--- src/drq_pkg.sv ---
// ----------------------------------------------------------------------------
// drq_pkg
// Shared types and codes for the dual ring queue with batch drain: command
// and status codes, the input and result beat layouts, the classified
// command passed from the front end to the execution unit, and statistic
// counter indexes.
// ----------------------------------------------------------------------------
package drq_pkg;

	// Input command codes
	typedef enum logic [2:0] {
		CMD_SUB_PUSH = 3'd0,
		CMD_SUB_POP  = 3'd1,
		CMD_CPL_PUSH = 3'd2,
		CMD_DRAIN    = 3'd3,
		CMD_STAT     = 3'd4
	} cmd_code_t;

	// Result status codes
	typedef enum logic [1:0] {
		STATUS_OK    = 2'd0,
		STATUS_FULL  = 2'd1,
		STATUS_EMPTY = 2'd2
	} status_t;

	// Operations after classification
	typedef enum logic [2:0] {
		OP_SUB_PUSH,
		OP_SUB_POP,
		OP_CPL_PUSH,
		OP_DRAIN,
		OP_STAT,
		OP_NOP
	} op_t;

	localparam int unsigned BATCH_W   = 5;
	localparam int unsigned SEL_W     = 4;
	localparam int unsigned WORD_W    = 64;
	localparam int unsigned NUM_STATS = 10;
	localparam logic [BATCH_W-1:0] MAX_BATCH = 5'd16;

	// Statistic counter indexes
	localparam int unsigned STAT_SUB_FULL     = 0;
	localparam int unsigned STAT_SUB_PUSH     = 1;
	localparam int unsigned STAT_SUB_PUBLISH  = 2;
	localparam int unsigned STAT_CPL_FULL     = 3;
	localparam int unsigned STAT_CPL_PUBLISH  = 4;
	localparam int unsigned STAT_DRAIN_CALLS  = 5;
	localparam int unsigned STAT_DRAIN_EMPTY  = 6;
	localparam int unsigned STAT_DRAIN_ENTRIES = 7;
	localparam int unsigned STAT_HEAD_PUBLISH = 8;
	localparam int unsigned STAT_BATCH_MAX    = 9;

	typedef struct packed {
		logic [2:0]         command;
		logic [WORD_W-1:0]  payload;
		logic [BATCH_W-1:0] drain_limit;
		logic [SEL_W-1:0]   stat_select;
	} in_t;

	typedef struct packed {
		logic [1:0]        status;
		logic              has_entry;
		logic [WORD_W-1:0] entry_data;
		logic              last;
		logic [WORD_W-1:0] stat_value;
	} res_t;

	typedef struct packed {
		op_t                op;
		logic [WORD_W-1:0]  payload;
		logic [BATCH_W-1:0] batch;
		logic [SEL_W-1:0]   sel;
	} cmd_t;

endpackage

--- src/drq_front.sv ---
// ----------------------------------------------------------------------------
// drq_front
// Front end: accepts input beats, classifies the command, clamps the drain
// batch size and queues the result in a two-entry command queue for the
// execution unit. Undefined command codes are accepted and dropped.
// ----------------------------------------------------------------------------
module drq_front (
	input  logic           clk,
	input  logic           arst_n,
	input  logic           push,
	output logic           full,
	input  drq_pkg::in_t   item,
	output logic           cmd_valid,
	output drq_pkg::cmd_t  cmd,
	input  logic           cmd_pop
);

	drq_pkg::cmd_t q_mem [2];
	logic          wr_q;
	logic          rd_q;
	logic [1:0]    cnt_q;

	drq_pkg::cmd_t cls;
	logic          keep;
	logic          q_wr;
	logic          q_rd;

	// Classify the incoming command
	always_comb begin
		cls.payload = item.payload;
		cls.sel     = item.stat_select;
		cls.batch   = (item.drain_limit > drq_pkg::MAX_BATCH) ? drq_pkg::MAX_BATCH
			: item.drain_limit;
		cls.op      = drq_pkg::OP_NOP;
		keep        = 1'b1;
		case (item.command)
			drq_pkg::CMD_SUB_PUSH: cls.op = drq_pkg::OP_SUB_PUSH;
			drq_pkg::CMD_SUB_POP:  cls.op = drq_pkg::OP_SUB_POP;
			drq_pkg::CMD_CPL_PUSH: cls.op = drq_pkg::OP_CPL_PUSH;
			drq_pkg::CMD_DRAIN: begin
				cls.op = (item.drain_limit == '0) ? drq_pkg::OP_NOP : drq_pkg::OP_DRAIN;
			end
			drq_pkg::CMD_STAT:     cls.op = drq_pkg::OP_STAT;
			default:               keep = 1'b0;
		endcase
	end

	assign full      = (cnt_q == 2'd2);
	assign cmd_valid = (cnt_q != 2'd0);
	assign cmd       = q_mem[rd_q];
	assign q_wr      = push && !full && keep;
	assign q_rd      = cmd_pop && cmd_valid;

	// Advance queue cursors and fill count
	always_ff @(posedge clk or negedge arst_n) begin
		if (!arst_n) begin
			wr_q  <= 1'b0;
			rd_q  <= 1'b0;
			cnt_q <= 2'd0;
		end else begin
			if (q_wr)
				wr_q <= ~wr_q;
			if (q_rd)
				rd_q <= ~rd_q;
			if (q_wr && !q_rd)
				cnt_q <= cnt_q + 2'd1;
			else if (!q_wr && q_rd)
				cnt_q <= cnt_q - 2'd1;
		end
	end

	// Hold queued commands
	always_ff @(posedge clk) begin
		if (q_wr)
			q_mem[wr_q] <= cls;
	end

endmodule

--- src/drq_back.sv ---
// ----------------------------------------------------------------------------
// drq_back
// Execution unit: owns both ring memories, their cursors and the statistic
// counters. Push and read commands finish from idle; a submission pop emits from
// the registered read port; a drain emits one entry per cycle unless res_full.
// ----------------------------------------------------------------------------
module drq_back #(
	parameter int unsigned RING_DEPTH = 16,
	parameter int unsigned ENTRY_BITS = 64
) (
	input  logic           clk,
	input  logic           arst_n,
	input  logic           cmd_valid,
	input  drq_pkg::cmd_t  cmd,
	output logic           cmd_pop,
	output logic           res_push,
	output drq_pkg::res_t  res_d,
	input  logic           res_full
);

	localparam int unsigned IDX_W = (RING_DEPTH > 1) ? $clog2(RING_DEPTH) : 1;
	localparam int unsigned PTR_W = IDX_W + 1;
	localparam int unsigned CMP_W = (PTR_W > drq_pkg::BATCH_W) ? PTR_W : drq_pkg::BATCH_W;
	localparam int unsigned NS    = drq_pkg::NUM_STATS;
	localparam int unsigned BW    = drq_pkg::BATCH_W;
	localparam int unsigned WW    = drq_pkg::WORD_W;

	typedef enum logic [1:0] {
		S_IDLE,
		S_POP,
		S_DRAIN
	} state_t;

	state_t            state_q, state_d;
	logic [PTR_W-1:0]  sub_rp_q, sub_rp_d, sub_wp_q, sub_wp_d;
	logic [PTR_W-1:0]  cpl_rp_q, cpl_rp_d, cpl_wp_q, cpl_wp_d;
	logic [BW-1:0]     remain_q, remain_d;
	logic [WW-1:0]     stat_q [NS];

	logic [ENTRY_BITS-1:0] sub_mem [RING_DEPTH];
	logic [ENTRY_BITS-1:0] cpl_mem [RING_DEPTH];
	logic [ENTRY_BITS-1:0] sub_rdata_q;
	logic [ENTRY_BITS-1:0] cpl_rdata_q;

	logic [PTR_W-1:0]  sub_fill, cpl_fill;
	logic              sub_is_full, sub_is_empty, cpl_is_full, cpl_is_empty;
	logic [CMP_W-1:0]  avail_w, batch_w;
	logic [BW-1:0]     take;
	logic              go;
	logic              sub_we, cpl_we;
	logic [NS-1:0]     stat_inc;
	logic              drained_add;
	logic              batch_upd;

	// Ring occupancy
	always_comb begin
		sub_fill     = sub_wp_q - sub_rp_q;
		cpl_fill     = cpl_wp_q - cpl_rp_q;
		sub_is_full  = (sub_fill == PTR_W'(RING_DEPTH));
		cpl_is_full  = (cpl_fill == PTR_W'(RING_DEPTH));
		sub_is_empty = (sub_fill == '0);
		cpl_is_empty = (cpl_fill == '0);
		avail_w      = CMP_W'(cpl_fill);
		batch_w      = CMP_W'(cmd.batch);
		take         = (avail_w < batch_w) ? BW'(cpl_fill) : cmd.batch;
	end

	assign go = (state_q == S_IDLE) && cmd_valid && !res_full;

	// Execute the current command and form the result beat
	always_comb begin
		state_d     = state_q;
		sub_rp_d    = sub_rp_q;
		sub_wp_d    = sub_wp_q;
		cpl_rp_d    = cpl_rp_q;
		cpl_wp_d    = cpl_wp_q;
		remain_d    = remain_q;
		cmd_pop     = 1'b0;
		res_push    = 1'b0;
		res_d       = '0;
		res_d.last  = 1'b1;
		sub_we      = 1'b0;
		cpl_we      = 1'b0;
		stat_inc    = '0;
		drained_add = 1'b0;
		batch_upd   = 1'b0;
		case (state_q)
			S_IDLE: begin
				if (go) begin
					cmd_pop = 1'b1;
					case (cmd.op)
						drq_pkg::OP_SUB_PUSH: begin
							res_push = 1'b1;
							if (sub_is_full) begin
								res_d.status = drq_pkg::STATUS_FULL;
								stat_inc[drq_pkg::STAT_SUB_FULL] = 1'b1;
							end else begin
								sub_we   = 1'b1;
								sub_wp_d = sub_wp_q + PTR_W'(1);
								stat_inc[drq_pkg::STAT_SUB_PUSH]    = 1'b1;
								stat_inc[drq_pkg::STAT_SUB_PUBLISH] = 1'b1;
							end
						end
						drq_pkg::OP_CPL_PUSH: begin
							res_push = 1'b1;
							if (cpl_is_full) begin
								res_d.status = drq_pkg::STATUS_FULL;
								stat_inc[drq_pkg::STAT_CPL_FULL] = 1'b1;
							end else begin
								cpl_we   = 1'b1;
								cpl_wp_d = cpl_wp_q + PTR_W'(1);
								stat_inc[drq_pkg::STAT_CPL_PUBLISH] = 1'b1;
							end
						end
						drq_pkg::OP_SUB_POP: begin
							if (sub_is_empty) begin
								res_push     = 1'b1;
								res_d.status = drq_pkg::STATUS_EMPTY;
							end else begin
								state_d = S_POP;
							end
						end
						drq_pkg::OP_DRAIN: begin
							stat_inc[drq_pkg::STAT_DRAIN_CALLS] = 1'b1;
							if (cpl_is_empty) begin
								res_push     = 1'b1;
								res_d.status = drq_pkg::STATUS_EMPTY;
								stat_inc[drq_pkg::STAT_DRAIN_EMPTY] = 1'b1;
							end else begin
								remain_d    = take;
								drained_add = 1'b1;
								batch_upd   = 1'b1;
								stat_inc[drq_pkg::STAT_HEAD_PUBLISH] = 1'b1;
								state_d     = S_DRAIN;
							end
						end
						drq_pkg::OP_STAT: begin
							res_push = 1'b1;
							if (32'(cmd.sel) < NS)
								res_d.stat_value = stat_q[cmd.sel];
						end
						default: begin
							res_push = 1'b1;
						end
					endcase
				end
			end
			S_POP: begin
				if (!res_full) begin
					res_push         = 1'b1;
					res_d.has_entry  = 1'b1;
					res_d.entry_data = WW'(sub_rdata_q);
					sub_rp_d         = sub_rp_q + PTR_W'(1);
					state_d          = S_IDLE;
				end
			end
			S_DRAIN: begin
				if (!res_full) begin
					res_push         = 1'b1;
					res_d.has_entry  = 1'b1;
					res_d.entry_data = WW'(cpl_rdata_q);
					res_d.last       = (remain_q == BW'(1));
					cpl_rp_d         = cpl_rp_q + PTR_W'(1);
					remain_d         = remain_q - BW'(1);
					if (remain_q == BW'(1))
						state_d = S_IDLE;
				end
			end
			default: begin
				state_d = S_IDLE;
			end
		endcase
	end

	// Hold state, cursors and statistic counters
	always_ff @(posedge clk or negedge arst_n) begin
		if (!arst_n) begin
			state_q  <= S_IDLE;
			sub_rp_q <= '0;
			sub_wp_q <= '0;
			cpl_rp_q <= '0;
			cpl_wp_q <= '0;
			remain_q <= '0;
			for (int i = 0; i < NS; i++)
				stat_q[i] <= '0;
		end else begin
			state_q  <= state_d;
			sub_rp_q <= sub_rp_d;
			sub_wp_q <= sub_wp_d;
			cpl_rp_q <= cpl_rp_d;
			cpl_wp_q <= cpl_wp_d;
			remain_q <= remain_d;
			for (int i = 0; i < NS; i++) begin
				if (stat_inc[i])
					stat_q[i] <= stat_q[i] + WW'(1);
			end
			if (drained_add)
				stat_q[drq_pkg::STAT_DRAIN_ENTRIES] <=
					stat_q[drq_pkg::STAT_DRAIN_ENTRIES] + WW'(take);
			if (batch_upd && (WW'(take) > stat_q[drq_pkg::STAT_BATCH_MAX]))
				stat_q[drq_pkg::STAT_BATCH_MAX] <= WW'(take);
		end
	end

	// Ring memories; read port follows the next read cursor
	always_ff @(posedge clk) begin
		if (sub_we)
			sub_mem[sub_wp_q[IDX_W-1:0]] <= cmd.payload[ENTRY_BITS-1:0];
		if (cpl_we)
			cpl_mem[cpl_wp_q[IDX_W-1:0]] <= cmd.payload[ENTRY_BITS-1:0];
		sub_rdata_q <= sub_mem[sub_rp_d[IDX_W-1:0]];
		cpl_rdata_q <= cpl_mem[cpl_rp_d[IDX_W-1:0]];
	end

endmodule

--- src/drq_res_q.sv ---
// ----------------------------------------------------------------------------
// drq_res_q
// Two-entry result queue between the execution unit and the result port,
// so the unit keeps working while a finished beat waits to be taken.
// ----------------------------------------------------------------------------
module drq_res_q (
	input  logic           clk,
	input  logic           arst_n,
	input  logic           wr,
	input  drq_pkg::res_t  wr_data,
	output logic           full,
	output logic           empty,
	input  logic           pop,
	output drq_pkg::res_t  result
);

	drq_pkg::res_t q_mem [2];
	logic          wr_q;
	logic          rd_q;
	logic [1:0]    cnt_q;
	logic          do_wr;
	logic          do_rd;

	assign full   = (cnt_q == 2'd2);
	assign empty  = (cnt_q == 2'd0);
	assign result = q_mem[rd_q];
	assign do_wr  = wr && !full;
	assign do_rd  = pop && !empty;

	// Advance cursors and fill count
	always_ff @(posedge clk or negedge arst_n) begin
		if (!arst_n) begin
			wr_q  <= 1'b0;
			rd_q  <= 1'b0;
			cnt_q <= 2'd0;
		end else begin
			if (do_wr)
				wr_q <= ~wr_q;
			if (do_rd)
				rd_q <= ~rd_q;
			if (do_wr && !do_rd)
				cnt_q <= cnt_q + 2'd1;
			else if (!do_wr && do_rd)
				cnt_q <= cnt_q - 2'd1;
		end
	end

	// Hold waiting result beats
	always_ff @(posedge clk) begin
		if (do_wr)
			q_mem[wr_q] <= wr_data;
	end

endmodule

--- src/dual_ring_queue_with_batch_drain_unit.sv ---
// A push, statistic read or empty result passes through the command and result queues;
// a submission pop result and each drain entry also pass the registered ring read port.
// One push or read is executed per cycle while the result queue has room; a pop or drain
// holds the single execution unit until its last entry is emitted.
// Reset clears cursors, statistic counters and both beat queues; ring storage is not
// cleared and needs no clearing pass.
// ----------------------------------------------------------------------------
// dual_ring_queue_with_batch_drain_unit
// Submission and completion ring queues with batch drain and statistics.
// Front end classifies commands, execution unit runs them, result queue
// decouples the result port.
// ----------------------------------------------------------------------------
module dual_ring_queue_with_batch_drain_unit #(
	parameter int unsigned RING_DEPTH = 16,
	parameter int unsigned ENTRY_BITS = 64
) (
	input  logic           clk,
	input  logic           arst_n,
	input  logic           push,
	output logic           full,
	input  drq_pkg::in_t   item,
	output logic           empty,
	input  logic           pop,
	output drq_pkg::res_t  result
);

	logic          cmd_valid;
	drq_pkg::cmd_t cmd;
	logic          cmd_pop;
	logic          res_push;
	drq_pkg::res_t res_d;
	logic          res_full;

	// Accept and classify
	drq_front u_front (
		.clk       (clk),
		.arst_n    (arst_n),
		.push      (push),
		.full      (full),
		.item      (item),
		.cmd_valid (cmd_valid),
		.cmd       (cmd),
		.cmd_pop   (cmd_pop)
	);

	// Execute
	drq_back #(
		.RING_DEPTH (RING_DEPTH),
		.ENTRY_BITS (ENTRY_BITS)
	) u_back (
		.clk       (clk),
		.arst_n    (arst_n),
		.cmd_valid (cmd_valid),
		.cmd       (cmd),
		.cmd_pop   (cmd_pop),
		.res_push  (res_push),
		.res_d     (res_d),
		.res_full  (res_full)
	);

	// Buffer result beats
	drq_res_q u_res_q (
		.clk     (clk),
		.arst_n  (arst_n),
		.wr      (res_push),
		.wr_data (res_d),
		.full    (res_full),
		.empty   (empty),
		.pop     (pop),
		.result  (result)
	);

endmodule

--- config.mk ---
export PLATFORM = sky130hd
export DESIGN_NAME = dual_ring_queue_with_batch_drain_unit
export DESIGN_NICKNAME = d
export VERILOG_FILES = /design/src/drq_pkg.sv /design/src/drq_front.sv /design/src/drq_back.sv /design/src/drq_res_q.sv /design/src/dual_ring_queue_with_batch_drain_unit.sv
export SDC_FILE = /design/constraint.sdc
export NUM_CORES = 2
export LEC_CHECK = 0
export BUFFER_PORTS_ARGS = -buffer_cell sky130_fd_sc_hd__buf_2
export CAP_MARGIN = 20
export CORE_ASPECT_RATIO = 0.8
export CORE_UTILIZATION = 40
export CTS_BUF_LIST = sky130_fd_sc_hd__clkbuf_8 sky130_fd_sc_hd__clkbuf_16
export DETAILED_ROUTE_END_ITERATION = 7
export GPL_TIMING_DRIVEN = 0
export SYNTH_ARGS = -nofsm -noshare
export SYNTH_HDL_FRONTEND = slang
export SYNTH_SLANG_ARGS = --single-unit
--- constraint.sdc ---
create_clock -name clk -period 18.9 [get_ports clk]
set_input_delay 1.89 -clock clk [delete_from_list [all_inputs] [get_ports clk]]
set_output_delay 1.89 -clock clk [all_outputs]
set_load 0.05 [all_outputs]
==> impl_metrics.py <==
metrics = {
    "drt": {
        "vias": 79900,
        "dr_wl_met2_mm": 172,
        "first_pass_iters": 5,
        "vias_per_cell": 5.63,
        "routed.top_layer": "met5",
        "post_drt_wl_per_cell_um": 26.1,
        "route.detailed.drc": 0,
        "dr_wl_met3_mm": 25.5,
        "drtAntennaViolNets": 0,
        "initialDrtViolationCount": 8614,
        "wl_met1_mm": 159,
        "postRouteWirelength_mm": 371,
    },
    "yosys": {
        "ys.flop_type": "edfxtp_1",
        "yosysTopAreaCell": "edfxtp_1",
        "yosysMostFrequentCell": "edfxtp_1",
        "mappedNetlistNets": 8946,
        "ys_types": 77,
        "ys_ff_latch": 3208,
        "async_flop_share_pct": 19.2,
        "netlist_area_um2": 133000,
        "synth-warning-count": 0,
        "synth_top_area_share_pct": 55.7,
        "synth.area.top_cells": "edfxtp_1 (56%), dfrtp_1 (12%), mux2i_1 (5.4%), mux4_2 (3.3%), mux2_2 (2.9%)",
        "ys_seq_area_share_pct": 69.3,
        "synthCells": 8816,
        "syn_area_per_cell_um2": 15.1,
        "synth_edf_count": 2464,
        "yosys-top-cells-count": "edfxtp_1 (2464), nand2_1 (786), mux2i_1 (720), dfrtp_1 (616), nand3_1 (510)",
    },
    "flow_run": {
        "drv_cap": 0,
    },
    "sta": {
        "drv_slew": 0,
        "min_period_ns": 6.34,
        "layout_setup_ws_ns": 12.56,
        "hold_viol": 0,
        "finalSetupViolations": 0,
        "period_share_pct": 33.6,
        "max_freq_mhz": 158,
        "rsz0062_at_grt": "no",
        "maxSlewHeadroom_pct": 19.4,
        "max_slew.worst_pin.slew_ns": 1.20,
        "skew_ns": 0.0979,
    },
    "worst_hold_path": {
        "min_to": "u_back.stat_q[383]",
        "whs_path_depth": 1,
        "min_path_type": "flop to flop",
        "hold_start": "u_back.stat_q[383]",
    },
    "floorplan": {
        "die_h_um": 517,
        "fp.dieW_um": 646,
        "ios": 214,
        "rows": 188,
        "start_util_pct": 40.4,
        "core_area_um2": 329000,
        "die_area_um2": 334000,
    },
    "worst_setup_path": {
        "path_common_cell": "buf_6",
        "ff2ff_path_depth": 15,
        "crit_type": "flop to flop",
        "critical-path-top-delay-family": "simple AND/OR/NAND/NOR gates",
        "cpMaxStageDelayCell": "nor3_1",
        "end_kind": "flop",
        "cp.required_ns": 19.49,
        "crit_path_cell_trace": "inv_1 -> ha_1 -> buf_2 -> o21ai_0 -> nor3_1 -> nand2_1 -> clkbuf_1 -> nor2_1 -> clkbuf_1 -> nand2_1 -> nor3_2 -> buf_6 -> buf_6 -> buf_6 -> buf_6",
        "arrival_ns": 6.93,
        "cp_max_fo": 10,
        "r2r_start": "u_back.state_q[1]",
        "max_stage_delay_ns": 0.89,
        "timing.rr.end": "u_back.cpl_mem[0][40]",
        "cp.buffers_inverters": 8,
        "cp-start-kind": "flop",
        "reg2reg_slack_ns": 12.56,
    },
    "global_route": {
        "grt_pass1_wl_mm": 541,
        "overflow": 0,
        "track_usage_pct": 21.9,
        "grt_pass1_vias": 79000,
        "grt_max_degree": 119,
        "antenna_found_initial": 33,
    },
    "clock_network": {
        "cts_htree_levels": 5,
        "cts-root-buf": "clkbuf_16",
        "cts-hold-fix-buffers": 0,
        "cts_tree": "yes",
        "clockBufferDepth": 4,
        "numCtsBuffers": 328,
        "post_cts_resized": 0,
        "clkSinkCount": 3208,
        "cts_setup_buffers": 0,
        "clkLatencyLatePin_ns": 0.89,
        "clk_pin_slew_ns": 0.06,
    },
    "power": {
        "pwr-share-seq_pct": 37.3,
        "p_sw_share_pct": 36.1,
        "leakage_nw": 54.2,
        "p_switching_mw": 8.74,
        "combPwrFrac_pct": 36.3,
        "power_frac_clock_pct": 26.4,
        "peakVddDrop_mv": 0.133,
        "power_density_nw_per_um2": 158,
        "intPower_mw": 15.4,
    },
    "layout": {
        "area_growth_pct": 15.4,
        "nets": 9687,
        "n_fill_cell": 28200,
        "layout.cells.non_filler": 14200,
        "drive_above_1_share_pct": 16.3,
    },
    "status": {
        "outcome": "finished clean",
    },
    "placed_design": {
        "numPlacedInstances": 13600,
        "io_buffers": 213,
        "dp_hpwl_mm": 269,
        "gp_congestion": 0.927,
        "dpl_worst_slack_ns": 12.75,
    },
}
-- power groups by stage --
stage                     Clock [mW]  Combinational (mW)  Sequential (mW)
after detailed placement           0                8.78             9.17
final                           6.39                8.77             9.03
after floorplan                    0                5.56             9.21
after CTS                       6.49                8.82             9.03
after global placement             0                8.27             9.33
after global routing            6.76                9.28             9.08
-- worst max path at each step --
| stage | slack, ns | end | cells past startpoint | startpoint |
|---|---|---|---|---|
| after detailed placement | 12.75 | u_back.cpl_mem[0][40] | 15 | u_back.state_q[1] |
| final | 12.56 | u_back.cpl_mem[0][40] | 15 | u_back.state_q[1] |
| after global routing | 12.45 | u_back.cpl_mem[0][40] | 15 | u_back.state_q[0] |
| after floorplan | 2.80 | u_res_q.q_mem[1][0] | 13 | u_back.cpl_wp_q[0] |
| after CTS | 12.80 | u_back.cpl_mem[0][40] | 15 | u_back.state_q[0] |
| after global placement | -11.31 | u_res_q.q_mem[1][107] | 12 | u_back.cpl_rp_q[0] |
-- per-layer routing --
metal  track usage (%)  vias to the layer above
li1                  -                    35200
met1              30.6                    40900
met2              35.0                     3193
met3              3.03                      631
met4              7.70                       10
met5                 0                        -
-- state kept, by name, summed over array words and instances (netlist names), 5 cells and up --
signal              flops
u_res_q.q_mem         264
u_back.cpl_rp_q         5
u_back.cpl_mem       1024
u_back.stat_q         581
u_back.cpl_rdata_q     64
u_back.sub_rdata_q     64
u_front.q_mem         152
u_back.sub_rp_q         5
u_back.sub_mem       1024
u_back.cpl_wp_q         5
u_back.remain_q         5
u_back.sub_wp_q         5
-- per-stage QoR --
stage | hold WS [ns] | total power [mW] | setup TNS, ns | area, µm² | util, %
detailed placement | 0.463 | 17.9 | 0 | 143000 | 43.3
finish | 0.469 | 24.2 | 0 | 153000 | 46.6
CTS | 0.472 | 24.3 | 0 | 153000 | 46.5
floorplan | 0.441 | 14.8 | 0 | 133000 | -
global placement | 0.457 | 17.6 | -1488.19 | 139000 | 42.3
global route | 0.476 | 25.1 | 0 | 153000 | 46.6
-- layout make-up --
type | instances | area [µm²] | area share, %
Clock buffer | 369 | 8860 | 5.78
Antenna cell | 6 | 15.0 | 0.00980
Sequential cell | 3208 | 92000 | 60.0
Multi-Input combinational cell | 5018 | 38800 | 25.3
Tap cell | 4370 | 5470 | 3.57
Inverter | 109 | 414 | 0.270
Buffer | 481 | 1950 | 1.27
Clock inverter | 226 | 1720 | 1.12
Timing Repair Buffer | 411 | 4080 | 2.66
-- layout by cell type (no fill, tap or decap), drive strengths merged, types with 23 or more instances in the layout --
master / instances
nand4: 189
o2111ai: 69
nor3: 129
bufinv: 23
nor2b: 74
clkbuf: 700
dfxtp: 128
mux2: 342
buf: 561
o22ai: 68
mux4: 192
a22oi: 65
o21ai: 271
and4: 65
xor2: 175
nand2: 786
nor4: 81
nand3: 510
a221o: 65
ha: 48
inv: 212
nor2: 145
edfxtp: 2464
mux2i: 720
a311oi: 130
xnor2: 418
dfrtp: 616
a21oi: 79
and3: 221
and2: 44
clkinv: 92
-- cells by family after synthesis --
group | after synthesis | synth area share, %
xor+xnor | 593 | 3.92
fa+ha+maj | 51 | 0.490
compound gates | 812 | 4.23
simple gates | 2308 | 8.76
buf+inv | 590 | 1.77
mux | 1254 | 11.6
flops | 3208 | 69.3
No activity file was read; power rests on OpenSTA's default activity.
